### src/msup_pkg.sv
package msup_pkg;

  localparam int STATE_W       = 4;
  localparam int CAUSE_W       = 2;
  localparam int FAULT_CODE_W  = 5;
  localparam int FAULT_BITS_W  = 32;
  localparam int FAULT_CODES_DEF = 32;

  // Item kinds
  localparam logic [1:0] KIND_REQUEST = 2'd0;
  localparam logic [1:0] KIND_FAULT   = 2'd1;
  localparam logic [1:0] KIND_CLEAR   = 2'd2;

  // Change causes
  localparam logic [CAUSE_W-1:0] CAUSE_INTERNAL = 2'd0;
  localparam logic [CAUSE_W-1:0] CAUSE_USER     = 2'd1;
  localparam logic [CAUSE_W-1:0] CAUSE_FAULT    = 2'd3;

  // Safety modes
  localparam logic [1:0] SAFETY_LOCAL_STOP   = 2'd1;
  localparam logic [1:0] SAFETY_GLOBAL_ESTOP = 2'd3;

  // Action codes
  localparam logic [1:0] PWM_NONE   = 2'd0;
  localparam logic [1:0] PWM_STOP   = 2'd1;
  localparam logic [1:0] PWM_START  = 2'd2;
  localparam logic [1:0] SENSOR_NONE = 2'd0;
  localparam logic [1:0] SENSOR_ON   = 2'd1;
  localparam logic [1:0] SENSOR_OFF  = 2'd2;

  // Report flag bit positions
  localparam int REP_STATE = 0;
  localparam int REP_HOMED = 1;
  localparam int REP_FAULT = 2;

  typedef enum logic [STATE_W-1:0] {
    S_FAULT      = 4'd0,
    S_ESTOP      = 4'd1,
    S_SAFESTOP   = 4'd2,
    S_STANDBY    = 4'd3,
    S_STARTUP    = 4'd4,
    S_SELFTEST   = 4'd5,
    S_FACTORYCAL = 4'd6,
    S_READY      = 4'd7,
    S_DIAG       = 4'd8,
    S_HOME       = 4'd9,
    S_BOOT       = 4'd10,
    S_MOTIONCAL  = 4'd11
  } ctrl_state_e;

  // Bit n set: a request for state n may leave the indexed current state.
  localparam logic [15:0] ALLOW_MASK [16] = '{
    16'h0009, 16'h0009, 16'h000B, 16'h0473, 16'hFFFF, 16'hFFFF, 16'h000F, 16'hFBFF,
    16'hFBFF, 16'hFFFF, 16'hFFFF, 16'hFFFF, 16'hFFFF, 16'hFFFF, 16'hFFFF, 16'hFFFF
  };

  typedef struct packed {
    logic [1:0]              kind;
    logic [STATE_W-1:0]      requested_state;
    logic [CAUSE_W-1:0]      change_source;
    logic [FAULT_CODE_W-1:0] fault_code;
    logic                    pwm_start_ok;
  } in_item_t;

  typedef struct packed {
    logic                    accepted;
    logic [STATE_W-1:0]      control_state;
    logic [CAUSE_W-1:0]      change_cause;
    logic [FAULT_CODE_W-1:0] last_fault;
    logic [FAULT_BITS_W-1:0] fault_bits;
    logic [1:0]              pwm_command;
    logic [1:0]              sensor_power_cmd;
    logic                    fan_force_on;
    logic                    brake;
    logic                    current_limit_zero;
    logic                    enter_bootloader;
    logic [2:0]              report_flags;
  } out_item_t;

  typedef struct packed {
    logic               accepted;
    ctrl_state_e        state;
    logic [CAUSE_W-1:0] cause;
    logic [1:0]         pwm_cmd;
    logic [1:0]         sensor_cmd;
    logic               fan;
    logic               brake;
    logic               climit;
    logic               boot;
    logic [2:0]         report;
  } decision_t;

endpackage

### src/msup_fault_latch.sv
module msup_fault_latch #(
  parameter int FAULT_CODES = msup_pkg::FAULT_CODES_DEF
) (
  input  logic                                clk,
  input  logic                                rst,
  input  logic                                take,
  input  logic [1:0]                          kind,
  input  logic [msup_pkg::FAULT_CODE_W-1:0]   fault_code,
  output logic                                fresh,
  output logic [msup_pkg::FAULT_BITS_W-1:0]   bits_out,
  output logic [msup_pkg::FAULT_CODE_W-1:0]   last_out
);
  import msup_pkg::*;

  localparam int IDX_W = (FAULT_CODES > 1) ? $clog2(FAULT_CODES) : 1;
  localparam logic [FAULT_CODE_W:0] CODE_LIMIT = (FAULT_CODE_W + 1)'(FAULT_CODES);

  logic [FAULT_CODES-1:0]  latch;
  logic [FAULT_CODES-1:0]  latch_next;
  logic [FAULT_CODE_W-1:0] last_fault;
  logic [FAULT_CODE_W-1:0] last_fault_next;
  logic                    in_range;
  logic [IDX_W-1:0]        idx;

  assign idx      = fault_code[IDX_W-1:0];
  assign in_range = (fault_code != '0) && ({1'b0, fault_code} < CODE_LIMIT);
  assign fresh    = (kind == KIND_FAULT) && in_range && !latch[idx];

  always_comb begin
    latch_next      = latch;
    last_fault_next = last_fault;
    if (kind == KIND_CLEAR) begin
      latch_next      = '0;
      last_fault_next = '0;
    end else if (fresh) begin
      latch_next[idx] = 1'b1;
      last_fault_next = fault_code;
    end
  end

  assign bits_out = FAULT_BITS_W'(latch_next);
  assign last_out = last_fault_next;

  always_ff @(posedge clk) begin
    if (rst) begin
      latch      <= '0;
      last_fault <= '0;
    end else if (take) begin
      latch      <= latch_next;
      last_fault <= last_fault_next;
    end
  end

endmodule

### src/msup_decide.sv
module msup_decide (
  input  msup_pkg::in_item_t              item,
  input  msup_pkg::ctrl_state_e           cur_state,
  input  logic [msup_pkg::CAUSE_W-1:0]    cur_cause,
  input  logic [1:0]                      safety_mode,
  input  logic                            fault_fresh,
  output msup_pkg::decision_t             dec
);
  import msup_pkg::*;

  logic [STATE_W-1:0] req;
  logic [CAUSE_W-1:0] src;
  logic               do_change;
  logic               stop_to_fault;

  // Fault vs. emergency stop judged on the state before the request
  assign stop_to_fault = (safety_mode == SAFETY_LOCAL_STOP) ||
                         (cur_state == S_STANDBY) || (cur_state == S_STARTUP);

  always_comb begin
    dec            = '0;
    dec.state      = cur_state;
    dec.cause      = cur_cause;
    dec.pwm_cmd    = PWM_NONE;
    dec.sensor_cmd = SENSOR_NONE;
    req            = item.requested_state;
    src            = item.change_source;
    do_change      = 1'b0;

    case (item.kind)
      KIND_REQUEST: begin
        do_change = 1'b1;
      end
      KIND_FAULT: begin
        if (item.fault_code != '0) begin
          req        = STATE_W'(S_FAULT);
          src        = CAUSE_FAULT;
          do_change  = 1'b1;
          dec.climit = 1'b1;
          if (fault_fresh) dec.report[REP_FAULT] = 1'b1;
        end
      end
      KIND_CLEAR: begin
        dec.report[REP_FAULT] = 1'b1;
      end
      default: ;
    endcase

    if (do_change) begin
      if (req == cur_state) begin
        dec.accepted = 1'b1;
      end else if (!ALLOW_MASK[cur_state][req]) begin
        dec.report[REP_STATE] = 1'b1;
      end else begin
        dec.accepted          = 1'b1;
        dec.report[REP_STATE] = 1'b1;
        case (req)
          S_SELFTEST, S_FACTORYCAL: begin
            if (cur_state == S_STANDBY) begin
              dec.cause             = src;
              dec.state             = ctrl_state_e'(req);
              dec.sensor_cmd        = SENSOR_ON;
              dec.pwm_cmd           = PWM_STOP;
              dec.fan               = 1'b1;
              dec.report[REP_HOMED] = 1'b1;
            end
          end
          S_STARTUP: begin
            dec.cause             = src;
            dec.state             = S_STARTUP;
            dec.pwm_cmd           = PWM_STOP;
            dec.report[REP_HOMED] = 1'b1;
          end
          S_STANDBY: begin
            dec.cause             = src;
            dec.state             = S_STANDBY;
            dec.pwm_cmd           = PWM_STOP;
            dec.sensor_cmd        = SENSOR_OFF;
            dec.report[REP_HOMED] = 1'b1;
          end
          S_SAFESTOP: begin
            dec.cause  = src;
            dec.state  = S_SAFESTOP;
            dec.climit = 1'b1;
            dec.brake  = 1'b1;
          end
          S_MOTIONCAL, S_DIAG, S_HOME: ;
          S_READY: begin
            if (src != CAUSE_USER) begin
              dec.cause      = src;
              dec.state      = S_READY;
              dec.sensor_cmd = SENSOR_ON;
              dec.pwm_cmd    = PWM_START;
              if (!item.pwm_start_ok) begin
                // only local stop mode faults here; any other mode goes to emergency stop
                dec.climit = 1'b1;
                if (safety_mode == SAFETY_LOCAL_STOP) begin
                  dec.state             = S_FAULT;
                  dec.pwm_cmd           = PWM_STOP;
                  dec.sensor_cmd        = SENSOR_OFF;
                  dec.report[REP_HOMED] = 1'b1;
                end else begin
                  dec.state = S_ESTOP;
                  dec.brake = 1'b1;
                end
              end
            end
          end
          S_ESTOP: begin
            dec.cause  = src;
            dec.state  = S_ESTOP;
            dec.climit = 1'b1;
            dec.brake  = 1'b1;
          end
          S_BOOT: begin
            dec.cause      = src;
            dec.state      = S_BOOT;
            dec.pwm_cmd    = PWM_STOP;
            dec.sensor_cmd = SENSOR_OFF;
            dec.boot       = 1'b1;
          end
          default: begin
            // fault request or unknown state code
            dec.cause  = src;
            dec.climit = 1'b1;
            if (stop_to_fault) begin
              dec.state             = S_FAULT;
              dec.pwm_cmd           = PWM_STOP;
              dec.sensor_cmd        = SENSOR_OFF;
              dec.report[REP_HOMED] = 1'b1;
            end else begin
              dec.state = S_ESTOP;
              dec.brake = 1'b1;
            end
          end
        endcase
      end
    end
  end

endmodule

### src/motor_control_state_supervisor.sv
// Control-state supervisor for a motor drive. Each input beat is one event:
// a state change request with its cause, a fault report, or a clear of the
// fault latch; each gives exactly one result beat carrying the accept flag,
// the control state after the event, the recorded cause, the fault latch and
// the action commands for that event. Throughput is one beat per clock
// unless the result side stalls: a beat waits in the input register, where
// the transition table and entry rules decide its outcome, and the control
// state, cause and fault latch are written at the same edge that loads the
// result register, so the very next beat already sees them. The input side
// keeps taking beats while a result waits; it stops only when both the input
// and the result register are full. Fault codes at or above FAULT_CODES
// latch nothing. safety_mode resets to global emergency stop and is to be
// written only while the block is idle.
module motor_control_state_supervisor #(
  parameter int FAULT_CODES = msup_pkg::FAULT_CODES_DEF
) (
  input  logic                clk,
  input  logic                rst,
  input  logic                cfg_wr_en,
  input  logic [1:0]          cfg_wr_data,
  input  logic                item_valid,
  output logic                item_ready,
  input  msup_pkg::in_item_t  item,
  output logic                result_valid,
  input  logic                result_ready,
  output msup_pkg::out_item_t result
);
  import msup_pkg::*;

  // configuration
  logic [1:0] safety_mode;

  // input stage
  logic     hold_valid;
  in_item_t hold_item;

  // supervisor state
  ctrl_state_e        ctrl_state;
  logic [CAUSE_W-1:0] cause_reg;

  // result stage
  logic      res_valid;
  out_item_t res_item;
  out_item_t res_next;

  logic                    advance;
  logic                    take;
  logic                    fault_fresh;
  logic [FAULT_BITS_W-1:0] fault_bits;
  logic [FAULT_CODE_W-1:0] last_fault;
  decision_t               dec;

  // result register frees when empty or being drained this cycle
  assign advance    = !res_valid || result_ready;
  assign take       = hold_valid && advance;
  assign item_ready = !hold_valid || advance;

  assign result_valid = res_valid;
  assign result       = res_item;

  msup_fault_latch #(
    .FAULT_CODES (FAULT_CODES)
  ) u_fault_latch (
    .clk        (clk),
    .rst        (rst),
    .take       (take),
    .kind       (hold_item.kind),
    .fault_code (hold_item.fault_code),
    .fresh      (fault_fresh),
    .bits_out   (fault_bits),
    .last_out   (last_fault)
  );

  msup_decide u_decide (
    .item        (hold_item),
    .cur_state   (ctrl_state),
    .cur_cause   (cause_reg),
    .safety_mode (safety_mode),
    .fault_fresh (fault_fresh),
    .dec         (dec)
  );

  always_comb begin
    res_next.accepted           = dec.accepted;
    res_next.control_state      = dec.state;
    res_next.change_cause       = dec.cause;
    res_next.last_fault         = last_fault;
    res_next.fault_bits         = fault_bits;
    res_next.pwm_command        = dec.pwm_cmd;
    res_next.sensor_power_cmd   = dec.sensor_cmd;
    res_next.fan_force_on       = dec.fan;
    res_next.brake              = dec.brake;
    res_next.current_limit_zero = dec.climit;
    res_next.enter_bootloader   = dec.boot;
    res_next.report_flags       = dec.report;
  end

  // control: valid flags, state, configuration
  always_ff @(posedge clk) begin
    if (rst) begin
      hold_valid  <= 1'b0;
      res_valid   <= 1'b0;
      ctrl_state  <= S_STANDBY;
      cause_reg   <= CAUSE_INTERNAL;
      safety_mode <= SAFETY_GLOBAL_ESTOP;
    end else begin
      if (cfg_wr_en) safety_mode <= cfg_wr_data;
      if (item_ready) hold_valid <= item_valid;
      if (advance) res_valid <= hold_valid;
      if (take) begin
        ctrl_state <= dec.state;
        cause_reg  <= dec.cause;
      end
    end
  end

  // payload
  always_ff @(posedge clk) begin
    if (item_ready && item_valid) hold_item <= item;
    if (take) res_item <= res_next;
  end

  // a refused request never moves the state
  assert property (@(posedge clk) disable iff (rst)
    take && hold_item.kind == KIND_REQUEST && !dec.accepted
    |=> ctrl_state == $past(ctrl_state))
    else $error("refused request changed control state");

  // a nonzero fault report always zeroes the current limit in its result
  assert property (@(posedge clk) disable iff (rst)
    take && hold_item.kind == KIND_FAULT && hold_item.fault_code != '0
    |=> res_valid && res_item.current_limit_zero)
    else $error("fault report without current limit zero");

  // a latch clear shows an empty latch in its result
  assert property (@(posedge clk) disable iff (rst)
    take && hold_item.kind == KIND_CLEAR
    |=> res_item.fault_bits == '0 && res_item.last_fault == '0)
    else $error("fault latch not cleared");

  // bootloader command only together with the bootloader state
  assert property (@(posedge clk) disable iff (rst)
    res_valid && res_item.enter_bootloader |-> res_item.control_state == S_BOOT)
    else $error("bootloader command outside bootloader state");

endmodule
### config.mk
export PLATFORM = sky130hd
export DESIGN_NAME = motor_control_state_supervisor
export DESIGN_NICKNAME = d
export VERILOG_FILES = /design/src/msup_pkg.sv /design/src/msup_fault_latch.sv /design/src/msup_decide.sv /design/src/motor_control_state_supervisor.sv
export SDC_FILE = /design/constraint.sdc
export NUM_CORES = 1
export LEC_CHECK = 0
export BUFFER_PORTS_ARGS = -buffer_cell sky130_fd_sc_hd__buf_4
export CAP_MARGIN = 20
export CORE_MARGIN = 3
export CORE_UTILIZATION = 52
export DETAILED_ROUTE_END_ITERATION = 10
export PLACE_DENSITY_LB_ADDON = 0.1
export SLEW_MARGIN = 5
export SYNTH_ARGS = -nofsm -noshare
export SYNTH_HDL_FRONTEND = slang
export SYNTH_SLANG_ARGS = --single-unit
export TNS_END_PERCENT = 20
### constraint.sdc
create_clock -name clk -period 3.15 [get_ports clk]
set_input_delay 0.1575 -clock clk [delete_from_list [all_inputs] [get_ports clk]]
set_output_delay 0.1575 -clock clk [all_outputs]
set_load 0.05 [all_outputs]
==> summary.txt <==
Clock network
  – Reg clk slew, reported paths: ~60 ps
  – CTS max path bufs: 2
  – Clock sink count: 116
  – Htree depth: 4
  – Skew-Pair Late Insertion Delay: 510 ps
  – Post-CTS setup buffers: 0
  – CTS Buf Count: 17
  – Post-CTS Resized: 0
  – CTS tree: built
  – CTS Root Buffer Type: clkbuf_8

Routing
  – M1 wire length: 6797 um
  – Total number of vias: 4980
  – Metal3 WL: between 1500 and 2000 um
  – Initial DRT Pass Iterations: 5
  – Initial DRC Count: 410
  – DR DRC count: 0
  – Vias per cell: 6.148
  – Routed wire length: 15350 um
  – Routed Antenna Nets: 0
  – Met2 wire length: around 6700 um
  – WL/cell: 18.95 um
  – Top metal layer carrying routed signals: met4

Global route
  – Initial antenna violation count: 0
  – Vias in the first global route: approximately 4700
  – GRT Total Usage: a little over a quarter
  – Largest net degree at the start of global routing: 53
  – First-pass GRT wire length: ~25000 um
  – Remaining global-route overflow: 0

STA
  – Tcrit/Tclk final: between 80% and 90%
  – Hold Slack: roughly 300 ps
  – Clock skew: about 12 ps
  – Final min period: roughly 2800 ps
  – Final Hold Viols: 0
  – Worst Max-Slew Pin Slew: 802.9 ps
  – Rel. slew slack: about 46%
  – Max frequency: 353.0 MHz
  – Final Max Tran Viols: 0
  – Final setup violation count: 0
  – RSZ-0062 raised after global routing: no
  – Setup TNS Final: 0 ps

Power and ir drop
  – Gate power share: between 10% and 20%
  – Psw: around 0.0011 W
  – Seq pwr share: between 40% and 50%
  – Clock power frac: ~44%
  – Switching Share: 26.74%
  – Cell Pwr Density: approximately 560 nW/um2
  – Leakage power: between 2 and 3 nW
  – Int Pwr: between 0.002 and 0.003 W
  – Peak VDD IR: ~0.35 mV

Placed design
  – IO Port Bufs: 77
  – DP Wirelength: 10520 um
  – GPL Wtd Cong: between 0.9 and 1

Finish
  – # fillers: between 800 and 900
  – Nets: between 600 and 700
  – Layout cells sized above 1: a little under a quarter
  – Antenna Cells: 0
  – Max reg flops: 55
  – Area delta synth->final: 26.92%

Die
  – Die X-Extent: roughly 110 um
  – Ports: between 70 and 80
  – Die Area: 12170 um2
  – Chip Height: between 100 and 150 um
  – Core area: ~10000 um2
  – Row Count: 37
  – Initial core utilization: roughly 54%

Worst setup path
  – Reg2Reg Setup Slack: 320 ps
  – FF-to-FF End: u_fault_latch.latch[6]$_SDFFE_PP0P_
  – Reg-to-reg startpoint: hold_item[1]$_DFFE_PP_
  – WP data arrival: 3250 ps
  – Critical path required time: 3570 ps
  – Endpoint class of the critical path: flip-flop
  – CP Class: flip-flop to flip-flop
  – Worst setup SP type: flip-flop
  – Setup crit start: hold_item[1]$_DFFE_PP_
  – Reg2reg path depth: 7
  – CP Max Fanout: 36

Yosys
  – Post-synth EDFFs: slightly below 70
  – Syn Area/Cell: 10.05 um2
  – Top cell type by total area after synthesis: edfxtp_1
  – Syn Inst Count: approximately 560
  – Ys flop type: edfxtp_1
  – Area contributors post-synth: edfxtp_1, dfxtp_1, nand2_1, o21ai_0, nor2_1
  – YS warnings: 0
  – Post-synth net total: just under 600
  – Yosys reg bits: ~120
  – Cell variety after synth: 62
  – Post-synthesis sequential area ratio: a little over half
  – Synthesized area: between 5000 and 6000 um2
  – Post-synth ARST share: 0%
  – Synth top area share: roughly 37%

Min path
  – Hold path depth: 5
  – Hold path start: result_ready
  – Hold Path Class: primary input to flip-flop
  – Worst Hold End: u_fault_latch.last_fault[4]$_SDFFE_PP0P_

Run status
  – Status: complete, no violations

Run
  – Max-Cap Viols: 0
-- area by class of cell --
cell class | instances | area (um2) | area share [%]
clock buffer | 20 | 446.7 | 6.222
clock inverter | 12 | 105.1 | 1.464
inverter | 16 | 61.31 | 0.8540
multi-input combinational | 385 | 2377 | 33.11
sequential | 116 | 3013 | 41.97
tap | 136 | 170.2 | 2.370
timing repair buffer | 125 | 1006 | 14.01
-- placed cells by master (no fill, tap or decap), types with 5 or more instances in the layout --
| cell | instances |
|---|---|
| buf_4 | 102 |
| nand2_1 | 70 |
| edfxtp_1 | 69 |
| nor2_1 | 57 |
| dfxtp_1 | 47 |
| o21ai_0 | 44 |
| dlygate4sd3_1 | 22 |
| a21oi_1 | 21 |
| a31oi_1 | 18 |
| nand3_1 | 17 |
| clkbuf_16 | 17 |
| inv_1 | 15 |
| nand2b_1 | 12 |
| a41oi_1 | 12 |
| nor2b_1 | 11 |
| nor3_1 | 8 |
| o22ai_1 | 8 |
| mux4_2 | 8 |
| nor4_1 | 7 |
| mux2i_1 | 6 |
| and2_1 | 6 |
| a22o_1 | 6 |
| a32o_1 | 6 |
| clkinv_2 | 5 |
-- power groups by stage --
| stage | registers, W | logic [W] | clock network [W] |
|---|---|---|---|
| floorplan | 0.00185 | 0.000225 | 0 |
| global placement | 0.00173 | 0.000496 | 0 |
| detailed placement | 0.00174 | 0.000500 | 0 |
| CTS | 0.00171 | 0.000525 | 0.00179 |
| global route | 0.00171 | 0.000567 | 0.00187 |
| finish | 0.00171 | 0.000531 | 0.00177 |
-- cell families after synthesis --
family / share of synthesized area [%]
xor gates and xnor gates: 0.1549
DFF: 53.26
and+or+nand+nor: 17.30
adders and majority gates: 0.6636
muxes: 4.645
AOI/OAI and AO/OA: 19.11
buffers and inverters: 4.866
-- through the flow --
step                      setup WS, ps  instances  total power, W  cell area (um2)  utilization (%)
after floorplan                  141.9        563        0.002072             5658                -
after global placement           424.6        756        0.002231             6407            61.24
after detailed placement         334.8        756        0.002237             6407            61.24
after CTS                        302.7        810        0.004020             7179            68.62
after global routing             108.6        810        0.004151             7179            68.62
final                            317.5        810        0.004002             7179            68.62
-- timing repair --
item / in CTS / in global routing
setup endpoints to repair: 0 / 0
hold buffers: 22 / 0
hold endpoints to repair: 21 / 0
-- worst max-delay path: stages, from the launching register on --
cell,delay [ps]
edfxtp_1,830
mux4_2,600
mux2i_1,170
o22ai_1,130
nor3_2,300
buf_12,240
nand3_1,210
o21ai_0,250
-- how the worst max path moves through the flow --
stage,to,slack [ps],cells past startpoint
3_3_place_gp,result[47]$_DFFE_PP_,420,7
6_report,u_fault_latch.latch[6]$_SDFFE_PP0P_,320,7
3_5_place_dp,u_fault_latch.latch[6]$_SDFFE_PP0P_,330,7
4_1_cts,u_fault_latch.latch[6]$_SDFFE_PP0P_,300,7
2_1_floorplan,u_fault_latch.last_fault[2]$_SDFFE_PP0P_,140,8
5_1_grt,result[3]$_SDFFCE_PP0P_,110,7
-- per-layer routing --
| layer | GRT usage (%) | vias to the layer above |
|---|---|---|
| li1 | - | 2305 |
| met1 | 39.50 | 2366 |
| met2 | 37.78 | 274 |
| met3 | 6.465 | 35 |
| met4 | 10.99 | 0 |
| met5 | 0 | - |
-- Yosys cell counts (all sizes together), types with 3 or more instances --
| library cell | number |
|---|---|
| o22ai | 8 |
| o21ai | 44 |
| nand2b | 12 |
| a32o | 6 |
| nor4 | 7 |
| nor2 | 59 |
| nand3b | 3 |
| nor3b | 3 |
| inv | 15 |
| o211ai | 3 |
| nor3 | 10 |
| nand2 | 70 |
| a221oi | 3 |
| and3 | 3 |
| mux2i | 6 |
| a21oi | 22 |
| nand3 | 17 |
| a211oi | 3 |
| and2 | 6 |
| o2bb2ai | 3 |
| buf | 18 |
| dfxtp | 47 |
| a21bo | 3 |
| a41oi | 12 |
| mux4 | 8 |
| a41o | 3 |
| a22o | 6 |
| edfxtp | 69 |
| ha | 3 |
| clkbuf | 28 |
| nor2b | 11 |
| a31oi | 18 |
| nand4 | 4 |
No activity file was read; power rests on OpenSTA's default activity.
